**src/biou_pkg.sv**
```systemverilog
// Shared types for the box intersection-over-union pipeline.
package biou_pkg;

  typedef struct packed {
    logic valid;
    logic degen;
  } biou_ctl_t;

endpackage

```
**src/biou_divider.sv**
```systemverilog
// Pipelined restoring divider, one quotient bit per stage.
module biou_divider import biou_pkg::*; #(
  parameter int unsigned COORD_BITS = 16,
  parameter int unsigned FRAC_BITS  = 16
) (
  input  logic                    clk_i,
  input  logic                    rst_ni,
  input  biou_ctl_t               ctl_i,
  input  logic [2*COORD_BITS+2:0] dividend_i,
  input  logic [2*COORD_BITS+1:0] divisor_i,
  input  logic [2*COORD_BITS:0]   area_i,
  output biou_ctl_t               ctl_o,
  output logic [FRAC_BITS:0]      quotient_o,
  output logic [2*COORD_BITS:0]   area_o
);

  localparam int unsigned RW    = 2 * COORD_BITS + 3;
  localparam int unsigned DW    = 2 * COORD_BITS + 2;
  localparam int unsigned AREAW = 2 * COORD_BITS + 1;
  localparam int unsigned QW    = FRAC_BITS + 1;
  localparam int unsigned NS    = FRAC_BITS + 1;

  biou_ctl_t        ctl_q  [NS];
  logic [RW-1:0]    rem_q  [NS];
  logic [QW-1:0]    quo_q  [NS];
  logic [DW-1:0]    div_q  [NS];
  logic [AREAW-1:0] area_q [NS];

  for (genvar k = 0; k < NS; k++) begin : g_stage
    biou_ctl_t        ctl_in;
    logic [RW-1:0]    rem_in, trial;
    logic [QW-1:0]    quo_in;
    logic [DW-1:0]    dv_in;
    logic [AREAW-1:0] area_in;
    logic             take;

    if (k == 0) begin : g_first
      assign ctl_in  = ctl_i;
      assign rem_in  = dividend_i;
      assign quo_in  = '0;
      assign dv_in   = divisor_i;
      assign area_in = area_i;
      assign trial   = rem_in;
    end else begin : g_next
      assign ctl_in  = ctl_q[k-1];
      assign rem_in  = rem_q[k-1];
      assign quo_in  = quo_q[k-1];
      assign dv_in   = div_q[k-1];
      assign area_in = area_q[k-1];
      assign trial   = {rem_in[RW-2:0], 1'b0};
    end

    assign take = (trial >= RW'(dv_in));

    always_ff @(posedge clk_i or negedge rst_ni) begin
      if (!rst_ni) begin
        ctl_q[k] <= '0;
      end else begin
        ctl_q[k] <= ctl_in;
      end
    end

    always_ff @(posedge clk_i) begin
      rem_q[k]  <= take ? (trial - RW'(dv_in)) : trial;
      quo_q[k]  <= {quo_in[QW-2:0], take};
      div_q[k]  <= dv_in;
      area_q[k] <= area_in;
    end
  end

  assign ctl_o      = ctl_q[NS-1];
  assign quotient_o = quo_q[NS-1];
  assign area_o     = area_q[NS-1];

endmodule

```
**config.mk**
```make
export PLATFORM = sky130hd
export DESIGN_NAME = biou_divider
export DESIGN_NICKNAME = d
export VERILOG_FILES = /design/src/biou_pkg.sv /design/src/biou_divider.sv
export SDC_FILE = /design/constraint.sdc
export NUM_CORES = 2
export LEC_CHECK = 0
export ABC_AREA = 1
export BUFFER_PORTS_ARGS = -buffer_cell sky130_fd_sc_hd__buf_4
export CORE_UTILIZATION = 45
export DETAILED_ROUTE_END_ITERATION = 6
export PLACE_DENSITY_LB_ADDON = 0.1
export SETUP_SLACK_MARGIN = 0.5
export SYNTH_ARGS = -nofsm -noshare
export SYNTH_HDL_FRONTEND = slang
export SYNTH_SLANG_ARGS = --single-unit
```
**constraint.sdc**
```tcl
create_clock -name clk_i -period 6.18 [get_ports clk_i]
set_clock_uncertainty 0.15 [all_clocks]
set_input_delay 0.309 -clock clk_i [delete_from_list [all_inputs] [get_ports clk_i]]
set_output_delay 0.309 -clock clk_i [all_outputs]
set_load 0.005 [all_outputs]
```
# [Word-level counts from Yosys, hierarchy flattened]
# Memory sizes are Yosys's and may differ from the RTL's.
# Index checks and enable logic that the tools add are counted.
[classes] order_cmp=17 n_addsub=17 mux=17
[op_table] op="35-bit by 34-bit >= comparator with 1-bit output" n=17
[op_table] op="35-bit two-way mux" n=17
[op_table] op="35-bit by 34-bit subtractor with 35-bit output" n=17
[totals] mem_count=4 regBits=34 in_bits=106 ram_bits=2023
[mem_list] name="rem_q" depth=17 width=35 read_ports=16 rd_ports_with_merged_regs=0 wr=17 line="biou_divider.sv:24" text="logic [RW-1:0] rem_q [NS];"
[mem_list] name="div_q" depth=17 width=34 read_ports=16 rd_ports_with_merged_regs=0 wr=17 line="biou_divider.sv:26" text="logic [DW-1:0] div_q [NS];"
[mem_list] name="area_q" depth=17 width=33 read_ports=17 rd_ports_with_merged_regs=0 wr=17 line="biou_divider.sv:27" text="logic [AREAW-1:0] area_q [NS];"
[mem_list] name="quo_q" depth=17 width=17 read_ports=17 rd_ports_with_merged_regs=0 wr=17 line="biou_divider.sv:25" text="logic [QW-1:0] quo_q [NS];"

# [Longest topological paths before layout]
# An unclocked memory read counts as a cell.
[logic_depth] ltp_word=3 mapped_depth=16

# [Least setup slack after synthesis]
# No wires, ideal clock.
[synth_path] path_kind="input to register" start="in dividend_i[0]" end="mem rem_q[0][20] (netlist bit)" path_stages=14 t_required_ps=5917 arrival_ps=1710 n_path_buf=0 path_slack_ps=4207 path_cell_list="inv_1 -> ha_1 -> inv_1 -> fa_1 -> nand3_1 -> nand3_1 -> nand2_1 -> nand2_1 -> nand2_1 -> nand2_1 -> nand3_1 -> nand3b_1 -> nand3_1 -> nand2_1"
[synth_lines] item="from (decl)" line="biou_divider.sv:9" text="input logic [2*COORD_BITS+2:0] dividend_i,"
[synth_lines] item="to (decl)" line="biou_divider.sv:24"

==> metrics.txt <==
number of global-route vias before repair=69934; final antenna-violating net count=0; gr ovfl total=0; Post-Syn Instances=12149; row count=159; Initial Utilization=0.455; Hold Worst Slack=0.0786 ns; reg2reg path depth=11; DP HPWL=220 mm; Avg Inst Size Synth=7.05 µm²; boundary pin count=158; All-Layer GR Usage=0.275; Post-Syn Area=0.0857 mm²; FF-to-FF setup slack=2.91 ns; # setup viols final=0; drt first-iter violations=5659; commonest cells in the synthesized netlist=nand2_1, inv_1, dfxtp_1; clk_lat worst skew=0.89 ns; yosys warns=0; dominant cell type by area after synthesis=dfxtp_1; Multi-input gate area=0.0394 mm²; Worst Setup End Kind=register; Worst Setup EP=rem_q[0][3]; Hold Vio Cnt, Final=0; Required @ worst endpoint=6.78 ns; Detailed Route WL=269 mm; top sig layer=met4; Seq cells post-synth=1836; crit path kind=input port to register; Overall Power=54.7 mW; critical path data arrival time=4.22 ns; DIE HEIGHT=438 µm; ys async rst share=0.0185; max-slew violation count=0; Main synth FF type=dfxtp_1; H-tree levels=4; Slew Limit Headroom=0.506; top cells by area, synth=dfxtp_1, nand2_1, inv_1; drt pass-1 iters=6; area of the die=0.192 mm²; Max clock buf depth=3; Reg2Reg Launch Point=div_q[0][174]; setup TNS=0 ns; met1 WL=129 mm; maximum VDD drop=0.000326 V; CTS root buf=clkbuf_16; Fmax achieved=276 MHz; IO Port Bufs=157; Layout area overhead=14.6%; post-synth top area share=0.421; post-CTS sizing=0; Setup Buffers After CTS=0; Clock transition at path regs=0.06 ns; register area share after synthesis=0.431; Core Area=0.188 mm²; RSZ-0062 raised after global routing=false; CTS Hold Bufs=191; CTS Buf Count=192; startpoint types=input port; outcome=finished clean; Final Wtd Congestion=0.984; Post-Syn Nets=12848; Die Wd=438 µm; # fillers=18692; global-route wire length before repair=407 mm; number of antenna violations at the first check in global routing=5; P per Cell Area=557 mW/mm²; routed length per instance=17.6 µm; CP max FO=37; register area=0.0369 mm²; met3 wire len=17.2 mm; Worst Max-Slew Pin Slew=0.735 ns; period utilization=0.587; CTS tree=built; fraction of layout cells with a size suffix above 1=0.0461; largest net degree at the start of global routing=38; number of synthesized flops with an enable pin=0; met2 WL=116 mm; Final min period=3.63 ns; cell with the most instances after synthesis=nand2_1; Hold WC Path Type=input port to register; fin nets=13285; Synth cell types=33; Critical Path Source=dividend_i[15]; DRC=0; maxcap violations=0; leakage power=54.2 nW; vias per cell=4.83; total clock sinks=1836; via count=73605; worst reg2reg path endpoint=rem_q[0][222]
worst min-delay path by stage:
stage,from,to,slack (ns),cells after the start
after global placement,rst_ni,ctl_q[3],0.12,1
after detailed placement,rst_ni,ctl_o[1],0.13,1
after global routing,dividend_i[2],rem_q[0][2],0.05,4
after floorplan,rst_ni,ctl_o[0],-0.14,0
after CTS,dividend_i[8],rem_q[0][8],0.00009,4
final,dividend_i[8],rem_q[0][8],0.08,4
kinds of logic (layout without fill, tap and decap cells):
logic type | after synthesis | in the layout | synth area share
AOI/OAI and AO/OA | 717 | 717 | 0.0430
xor gates and xnor gates | 288 | 288 | 0.0294
adders and majority gates | 593 | 593 | 0.0880
buffers and inverters | 2347 | 2953 | 0.110
DFF | 1836 | 1836 | 0.431
other | 0 | 3 | 0
and+or+nand+nor | 6368 | 6368 | 0.299
through the flow:
stage / instances / util / setup slack [ns] / instance area [µm²]
floorplan: 12149 / - / 4.21 / 85700
global placement: 14695 / 0.473 / 2.69 / 89100
detailed placement: 14695 / 0.473 / 2.72 / 89100
CTS: 15249 / 0.521 / 2.60 / 98200
global route: 15250 / 0.521 / 2.48 / 98200
finish: 15253 / 0.521 / 2.55 / 98200
power breakdown:
group	leakage (nW)	switching, mW	total, mW	internal [mW]
combinational	35.1	17.0	25.1	8.06
clock	3.47	5.10	12.7	7.58
sequential	15.6	2.27	17.0	14.7
total	54.2	24.4	54.7	30.3
layout make-up:
class	count	share of cell area
repair buffers	349	0.0317
diodes	3	0.0000765
clock inverters	112	0.0183
multi-input cells	7966	0.401
flip-flops and latches	1836	0.376
inverters	2241	0.0861
well taps	2495	0.0318
clock buffers	251	0.0551
flip-flops by register name, summed over array words and instances, names as in the netlist:
| register | flops |
|---|---|
| ctl_q | 32 |
| ctl_o | 2 |
| quo_q | 153 |
| rem_q | 544 |
| area_q | 561 |
| div_q | 544 |
worst max-delay path: stages:
cell and delay [ns]:
dlygate4sd3_1 0.54, buf_4 0.15, ha_1 0.35, nand2_1 0.13
nor2_2 0.33, nand3_1 0.13, nor3_1 0.50, a21oi_1 0.20
nand2_4 0.48, inv_4 0.31, nand2_1 0.13, nand2_1 0.06
dlygate4sd3_1 0.55
metal layers:
layer  vias to the layer above  global-route usage
li1                      37657                   -
met1                     33579               0.391
met2                      2030               0.432
met3                       339              0.0421
met4                         0              0.0725
met5                         -                   0
layout by cell type (no fill, tap or decap), types with 8 or more instances in the layout:
master | synthesis | final
a21oi_1 | 467 | 467
and2_1 | 16 | 16
and3_1 | 8 | 8
buf_4 | 50 | 157
bufinv_16 | 0 | 31
clkbuf_1 | 0 | 22
clkbuf_16 | 0 | 193
clkbuf_8 | 0 | 36
clkinv_16 | 0 | 13
clkinv_2 | 0 | 30
clkinv_4 | 0 | 9
clkinvlp_4 | 0 | 17
dfrtp_1 | 34 | 34
dfxtp_1 | 1802 | 1802
dlygate4sd3_1 | 0 | 191
fa_1 | 16 | 16
ha_1 | 577 | 577
inv_1 | 2225 | 2225
inv_4 | 16 | 16
inv_6 | 0 | 9
nand2_1 | 4687 | 4687
nand2_4 | 16 | 16
nand3_1 | 576 | 576
nand3_2 | 24 | 24
nand3b_1 | 80 | 80
nand4_1 | 45 | 45
nor2_1 | 790 | 790
nor2_2 | 10 | 10
nor3_1 | 90 | 90
o21ai_0 | 205 | 205
o21bai_1 | 34 | 34
or2_2 | 10 | 10
xor2_1 | 288 | 288
Note: power is estimated with default switching activity, not from simulation.
