===== config.mk =====
export PLATFORM = sky130hd
export DESIGN_NAME = biou_front
export DESIGN_NICKNAME = d
export VERILOG_FILES = /design/src/biou_pkg.sv /design/src/biou_front.sv
export SDC_FILE = /design/constraint.sdc
export NUM_CORES = 2
export LEC_CHECK = 0
export BUFFER_PORTS_ARGS = -buffer_cell sky130_fd_sc_hd__clkbuf_2
export CAP_MARGIN = 20
export CORE_MARGIN = 10
export CORE_UTILIZATION = 64
export CTS_BUF_LIST = sky130_fd_sc_hd__clkbuf_16
export CTS_CLUSTER_DIAMETER = 60
export CTS_CLUSTER_SIZE = 12
export DETAILED_ROUTE_END_ITERATION = 10
export PLACE_DENSITY = 0.9
export SLEW_MARGIN = 20
export SYNTH_ARGS = -nofsm -noshare
export SYNTH_HDL_FRONTEND = slang
export SYNTH_SLANG_ARGS = --single-unit

===== constraint.sdc =====
create_clock -name clk_i -period 9 [get_ports clk_i]
set_input_delay 0.9 -clock clk_i [delete_from_list [all_inputs] [get_ports clk_i]]
set_output_delay 0.9 -clock clk_i [all_outputs]
set_load 0.05 [all_outputs]

===== src/biou_pkg.sv =====
// Shared types for the box intersection-over-union pipeline.
package biou_pkg;

  typedef struct packed {
    logic valid;
    logic degen;
  } biou_ctl_t;

endpackage


===== src/biou_front.sv =====
// Front end: box extents, areas, union and divider operands over four stages.
module biou_front import biou_pkg::*; #(
  parameter int unsigned COORD_BITS = 16
) (
  input  logic                           clk_i,
  input  logic                           rst_ni,
  input  logic                           take_i,
  input  logic signed [COORD_BITS-1:0]   a_left_i,
  input  logic signed [COORD_BITS-1:0]   a_top_i,
  input  logic signed [COORD_BITS-1:0]   a_right_i,
  input  logic signed [COORD_BITS-1:0]   a_bottom_i,
  input  logic signed [COORD_BITS-1:0]   b_left_i,
  input  logic signed [COORD_BITS-1:0]   b_top_i,
  input  logic signed [COORD_BITS-1:0]   b_right_i,
  input  logic signed [COORD_BITS-1:0]   b_bottom_i,
  output biou_ctl_t                      ctl_o,
  output logic [2*COORD_BITS+2:0]        dividend_o,
  output logic [2*COORD_BITS+1:0]        divisor_o,
  output logic [2*COORD_BITS:0]          area_o
);

  localparam int unsigned EW    = COORD_BITS + 2;
  localparam int unsigned IW    = COORD_BITS + 1;
  localparam int unsigned AW    = 2 * COORD_BITS + 2;
  localparam int unsigned SW    = 2 * COORD_BITS + 3;
  localparam int unsigned UW    = 2 * COORD_BITS + 4;
  localparam int unsigned AREAW = 2 * COORD_BITS + 1;
  localparam int unsigned RW    = 2 * COORD_BITS + 3;
  localparam int unsigned DW    = 2 * COORD_BITS + 2;

  // Stage one: extents.
  logic signed [COORD_BITS-1:0] lo_x, hi_x, lo_y, hi_y;
  logic signed [EW-1:0]         ext_x, ext_y;
  logic [IW-1:0]                iw_d, ih_d;
  logic signed [EW-1:0]         wa_d, ha_d, wb_d, hb_d;
  logic                         v1_q;
  logic [IW-1:0]                iw_q, ih_q;
  logic signed [EW-1:0]         wa_q, ha_q, wb_q, hb_q;

  always_comb begin
    lo_x  = (a_left_i > b_left_i) ? a_left_i : b_left_i;
    hi_x  = (a_right_i < b_right_i) ? a_right_i : b_right_i;
    lo_y  = (a_top_i > b_top_i) ? a_top_i : b_top_i;
    hi_y  = (a_bottom_i < b_bottom_i) ? a_bottom_i : b_bottom_i;
    ext_x = EW'(hi_x) - EW'(lo_x) + EW'(1);
    ext_y = EW'(hi_y) - EW'(lo_y) + EW'(1);
    iw_d  = ext_x[EW-1] ? '0 : ext_x[IW-1:0];
    ih_d  = ext_y[EW-1] ? '0 : ext_y[IW-1:0];
    wa_d  = EW'(a_right_i) - EW'(a_left_i) + EW'(1);
    ha_d  = EW'(a_bottom_i) - EW'(a_top_i) + EW'(1);
    wb_d  = EW'(b_right_i) - EW'(b_left_i) + EW'(1);
    hb_d  = EW'(b_bottom_i) - EW'(b_top_i) + EW'(1);
  end

  // Stage two: products.
  logic [2*IW-1:0]        inter_full;
  logic signed [2*EW-1:0] area_a_full, area_b_full;
  logic                   v2_q;
  logic [AREAW-1:0]       inter2_q;
  logic signed [AW-1:0]   area_a_q, area_b_q;

  always_comb begin
    inter_full  = iw_q * ih_q;
    area_a_full = wa_q * ha_q;
    area_b_full = wb_q * hb_q;
  end

  // Stage three: sum of own areas.
  logic                 v3_q;
  logic [AREAW-1:0]     inter3_q;
  logic signed [SW-1:0] sum_ab_d, sum_ab_q;

  assign sum_ab_d = SW'(area_a_q) + SW'(area_b_q);

  // Stage four: union and divider operands.
  logic signed [UW-1:0] uni;
  logic                 degen_d;
  biou_ctl_t            ctl_q;
  logic [RW-1:0]        dividend_q;
  logic [DW-1:0]        divisor_q;
  logic [AREAW-1:0]     inter4_q;

  always_comb begin
    uni     = UW'(sum_ab_q) - UW'($signed({1'b0, inter3_q}));
    degen_d = uni[UW-1] | (uni == '0);
  end

  always_ff @(posedge clk_i or negedge rst_ni) begin
    if (!rst_ni) begin
      v1_q  <= 1'b0;
      v2_q  <= 1'b0;
      v3_q  <= 1'b0;
      ctl_q <= '0;
    end else begin
      v1_q        <= take_i;
      v2_q        <= v1_q;
      v3_q        <= v2_q;
      ctl_q.valid <= v3_q;
      ctl_q.degen <= degen_d;
    end
  end

  always_ff @(posedge clk_i) begin
    iw_q       <= iw_d;
    ih_q       <= ih_d;
    wa_q       <= wa_d;
    ha_q       <= ha_d;
    wb_q       <= wb_d;
    hb_q       <= hb_d;
    inter2_q   <= inter_full[AREAW-1:0];
    area_a_q   <= area_a_full[AW-1:0];
    area_b_q   <= area_b_full[AW-1:0];
    inter3_q   <= inter2_q;
    sum_ab_q   <= sum_ab_d;
    inter4_q   <= inter3_q;
    dividend_q <= degen_d ? '0 : RW'(inter3_q);
    divisor_q  <= degen_d ? DW'(1) : uni[DW-1:0];
  end

  assign ctl_o      = ctl_q;
  assign dividend_o = dividend_q;
  assign divisor_o  = divisor_q;
  assign area_o     = inter4_q;

endmodule


# == Yosys cells after proc, flatten, opt, wreduce, memory -nomap -nowiden ==
# Cells that the tools add are included.
# word_totals
reg_bits,382
output_inout_bits,104
# classes
add_sub_neg,14
n_mul,3
order_cmp,4
muxes,4
bitwise_logic,1
n_reduce_logical,1
# ops
cell,n
$add A17 B2 Y18 const B,6
$sub A16 B16 Y17,6
$mul A18 B18 Y34,2
$mux W16,4
$logic_not A36 Y1,1
$sub A35 B34 Y36,1
$add A34 B34 Y35,1
$mul A17 B17 Y33,1
$gt A16 B16 Y1,2
$lt A16 B16 Y1,2
$or A1 B1 Y1,1

# == Logic depth before layout (Yosys ltp) ==
# logic_depth
depth_word,4
mapped_depth,31

# == Worst setup path before layout ==
# No wires, ideal clock.
# synth_path
path_kind,input to register
start,input b_bottom_i[1]
end,register ih_q[10]
t_arrival_ns,6.421
required_time_ns,8.872
slack_ns,2.451
stages,27
n_path_buf,2
cell_sequence,inv_1 -> ha_1 -> a21o_1 -> a21o_1 -> a21o_1 -> a21o_1 -> a21oi_1 -> o21ai_0 -> a21oi_1 -> o31ai_1 -> mux2i_1 -> clkbuf_1 -> mux2_2 -> ha_1 -> ha_1 -> nor2b_1 -> o21ai_0 -> a21boi_0 -> o21ai_0 -> nand2b_1 -> a21o_1 -> a41o_1 -> o41ai_1 -> o21ai_0 -> o21ai_1 -> clkbuf_1 -> nor2_1
# synth_via
elab_chain_cells,4
# synth_rtl
element,line,text
start: declaration,biou_front.sv:15,"input logic signed [COORD_BITS-1:0] b_bottom_i,"
$lt A16 B16 Y1,biou_front.sv:44,hi_y = (a_bottom_i < b_bottom_i) ? a_bottom_i : b_bottom_i;
$mux W16 (*),biou_front.sv:44,
$sub A16 B16 Y17 (*),biou_front.sv:46,ext_y = EW'(hi_y) - EW'(lo_y) + EW'(1);
$add A17 B2 Y18 (*),biou_front.sv:46,
end signal: assignment,biou_front.sv:105,ih_q <= ih_d;
end: declaration,biou_front.sv:37,"logic [IW-1:0] iw_q, ih_q;"
# Every way passes the cells marked *; elsewhere a longest branch is shown, timed or not.
# A chain may end at the register's enable or synchronous reset.

# == Worst setup path in the final report ==
# layout_path
start,register wb_q[10]
end,register area_b_q[32]
# layout_via
elab_chain_cells,1
# layout_rtl
element,line,text
start: declaration,biou_front.sv:38,"logic signed [EW-1:0] wa_q, ha_q, wb_q, hb_q;"
start signal: assignment,biou_front.sv:108,wb_q <= wb_d;
$mul A18 B18 Y34,biou_front.sv:65,area_b_full = wb_q * hb_q;
named net area_b_full[32],biou_front.sv:57,"logic signed [2*EW-1:0] area_a_full, area_b_full;"
end signal: assignment,biou_front.sv:112,area_b_q <= area_b_full[AW-1:0];
end: declaration,biou_front.sv:60,"logic signed [AW-1:0] area_a_q, area_b_q;"
# The timed path passes the listed nets, and every way through them passes these cells.

==> run summary <==
Die Area: 92710 sq um
Synth Instances: 5657
Avg Inst Size Synth: 9.155 sq um
Worst EP required: 9.49 ns
Yosys reg bits: 380
clk buf depth: 3
final WL: 142500 um
Detailed Routing Iterations Pass 1: 6
core area: 80420 sq um
Final setup violation count: 0
global route total overflow: 0
# hold bufs at CTS: 0
Layout area overhead: 6.559%
Slew headroom: 0.2650
Register Area: 7632 sq um
clk sinks: 380
die height: 304.5 um
routability cong.: 1.002
buffers added on ports: 232
critical path data arrival time: 7.61 ns
worst-skew pair later-pin latency: 0.61 ns
post-route setup TNS: 0 ns
post-route ant nets: 0
Worst Path Class, Setup: reg -> reg
Total Routing Usage GR: 0.3108
# resized after CTS: 0
status: finished clean
Final #Nets: 7403
Max Clk Rate: 140.4 MHz
post-synth top area cell: fa_1
synth top area cells: fa_1 (33%), ha_1 (15%), dfxtp_1 (14%)
Chip Width: 304.5 um
Critical Path End Type: register
CP Launch Type: register
YS warnings: 0
mapped cell area: 51790 sq um
Fill cells: 5919
Max FO, Critical Path: 18
Hold WC Path Type: in -> async
WL/cell: 20.62 um
number of synthesized flops with an enable pin: 0
clock buffer count from CTS: 45
CTS tree: done
Fin Hold WS: 0.1178 ns
Top FF cell, synth: dfxtp_1
via count: 39750
Final Hold Viols: 0
htree depth: 2
unrepaired setup endpoints after global routing: false
Multi-input gate area: 39030 sq um
initial drt markers: 3180
vias per inst: 5.753
vias in the first global route: 43720
Max Slew Vio Count: 0
largest net degree at the start of global routing: 54
Rows: 104
first-pass GRT wire length: 230200 um
async set-reset flop share out of synthesis: 0.01316
max-cap viol count: 0
Worst-path clk slew: 0.06 ns
register area share after synthesis: 0.1474
# IOs: 235
CTS root buffer: clkbuf_16
post-CTS setup buffers: 0
post-synth top area share: 0.3328
DRC viols: 0
fin crit period: 7.123 ns
Final HPWL DP: 116800 um
measured slew at the worst slew-check pin: 1.101 ns
Synth cell types: 76
fraction of the cycle the final worst path needs: 0.7914
initial core utilization: 0.6440
initial antenna violation count: 29
fraction of layout cells with a size suffix above 1: 0.06399
clk_skew: 0.04835 ns
## kinds of logic (layout without fill, tap and decap cells)
family / count (synthesis) / count (layout) / share of synthesized area
xor gates and xnor gates: 217 / 217 / 0.03670
buffers and inverters: 1358 / 1529 / 0.09936
DFF: 380 / 380 / 0.1474
AOI/OAI and AO/OA: 594 / 594 / 0.07378
other: 1 / 22 / 0.00007240
and+or+nand+nor: 1568 / 1568 / 0.1489
muxes: 73 / 73 / 0.01483
adders and majority gates: 1466 / 1466 / 0.4790
## layer usage
metal  vias to the layer above  track usage  share of wire
li1                      17750            -              -
met2                      2103       0.4965           0.45
met4                        20       0.2146          0.082
met1                     19260       0.3598           0.36
met5                         -            0        0.00079
met3                       608      0.08777           0.11
## layout make-up
cell class / instances / share of cell area
multi-input cells: 3920 / 0.7072
repair buffers: 243 / 0.02254
diodes: 20 / 0.0009068
clock buffers: 45 / 0.02040
clock inverters: 25 / 0.003899
flip-flops and latches: 380 / 0.1383
well taps: 1060 / 0.02403
inverters: 1216 / 0.08275
## per-stage QoR
stage	area, sq um	util	std cells	setup WS, ns
global placement	53790	0.6689	6819	1.899
global route	55170	0.6861	6902	1.523
detailed placement	53790	0.6689	6819	1.678
CTS	55140	0.6856	6889	1.980
floorplan	51800	-	5658	2.451
finish	55190	0.6863	6909	1.877
## worst max-delay path, cell delays in order, from the launching register on
cell and delay [ns]:
dfxtp_1 0.87, nand2_1 0.18, fa_1 0.56, fa_1 0.60
fa_1 0.47, fa_1 0.56, inv_1 0.06, fa_1 0.47
inv_1 0.05, fa_1 0.48, inv_1 0.04, ha_1 0.36
a21oi_1 0.21, a21bo_2 0.17, o211ai_1 0.11, a21oi_1 0.25
o21ai_0 0.22, a31oi_1 0.35, a21oi_1 0.22, a311o_1 0.40
a21oi_1 0.17, xnor2_1 0.20
## synth_stat cells, types with 6 or more instances
library cell	number
and4_1	7
o21bai_1	9
a2111oi_0	9
a31oi_1	12
and3_1	22
a311oi_1	6
nor4_1	6
nor2b_1	40
xor2_1	52
fa_1	861
nor2_1	249
o31a_1	7
xnor2_1	165
a211oi_1	27
a211o_1	6
or3_1	9
o31ai_1	7
o21ai_0	139
inv_1	1215
nor3_1	60
o211ai_1	11
and2_1	471
dfxtp_1	375
a21boi_0	18
nand3_1	41
a21o_1	79
clkbuf_1	133
nand2b_1	50
nand4_1	23
mux2i_1	43
or2_2	14
a221oi_1	6
nand2_1	558
a21oi_1	172
o41ai_1	6
ha_1	605
mux2_2	30
o21a_1	24
## flip-flops by register name, indices dropped and copies added, names as in the netlist, 17 cells and up
register,count
sum_ab_q,35
area_a_q,34
area_b_q,34
divisor_o,34
area_o,33
dividend_o,33
inter2_q,33
inter3_q,33
ha_q,18
hb_q,18
wa_q,18
wb_q,18
ih_q,17
iw_q,17
## path summary, 6_finish.rpt
kind,from,end,slack (ns),depth (start not counted)
worst max-delay path,wb_q[10],area_b_q[32],1.88,21
worst min-delay path,rst_ni,v3_q,0.12,1
worst max register to register,wb_q[10],area_b_q[32],1.88,21
worst min register to register,inter2_q[23],inter3_q[23],0.32,0
max in group asynchronous,rst_ni,ctl_o[0],8.75,1
min in group clk_i,inter2_q[23],inter3_q[23],0.32,0
## cell usage in the layout, fill, tap and decap left out, types with 9 or more instances in the layout
| master | n |
|---|---|
| a2111oi_0 | 9 |
| a211oi_1 | 27 |
| a21boi_0 | 18 |
| a21o_1 | 79 |
| a21oi_1 | 171 |
| a31oi_1 | 12 |
| and2_1 | 471 |
| and3_1 | 22 |
| buf_4 | 11 |
| clkbuf_16 | 45 |
| clkbuf_2 | 232 |
| dfxtp_1 | 375 |
| diode_2 | 20 |
| fa_1 | 861 |
| ha_1 | 605 |
| inv_1 | 1222 |
| mux2_2 | 30 |
| mux2i_1 | 42 |
| nand2_1 | 558 |
| nand2b_1 | 50 |
| nand3_1 | 41 |
| nand4_1 | 23 |
| nor2_1 | 249 |
| nor2b_1 | 40 |
| nor3_1 | 60 |
| o211ai_1 | 11 |
| o21a_1 | 24 |
| o21ai_0 | 139 |
| o21bai_1 | 9 |
| or2_2 | 14 |
| or3_1 | 9 |
| xnor2_1 | 165 |
| xor2_1 | 52 |
Power is left out: the tool's default activity adds up to more than one toggle a clock period on the data nets, which glitch-free logic cannot reach.
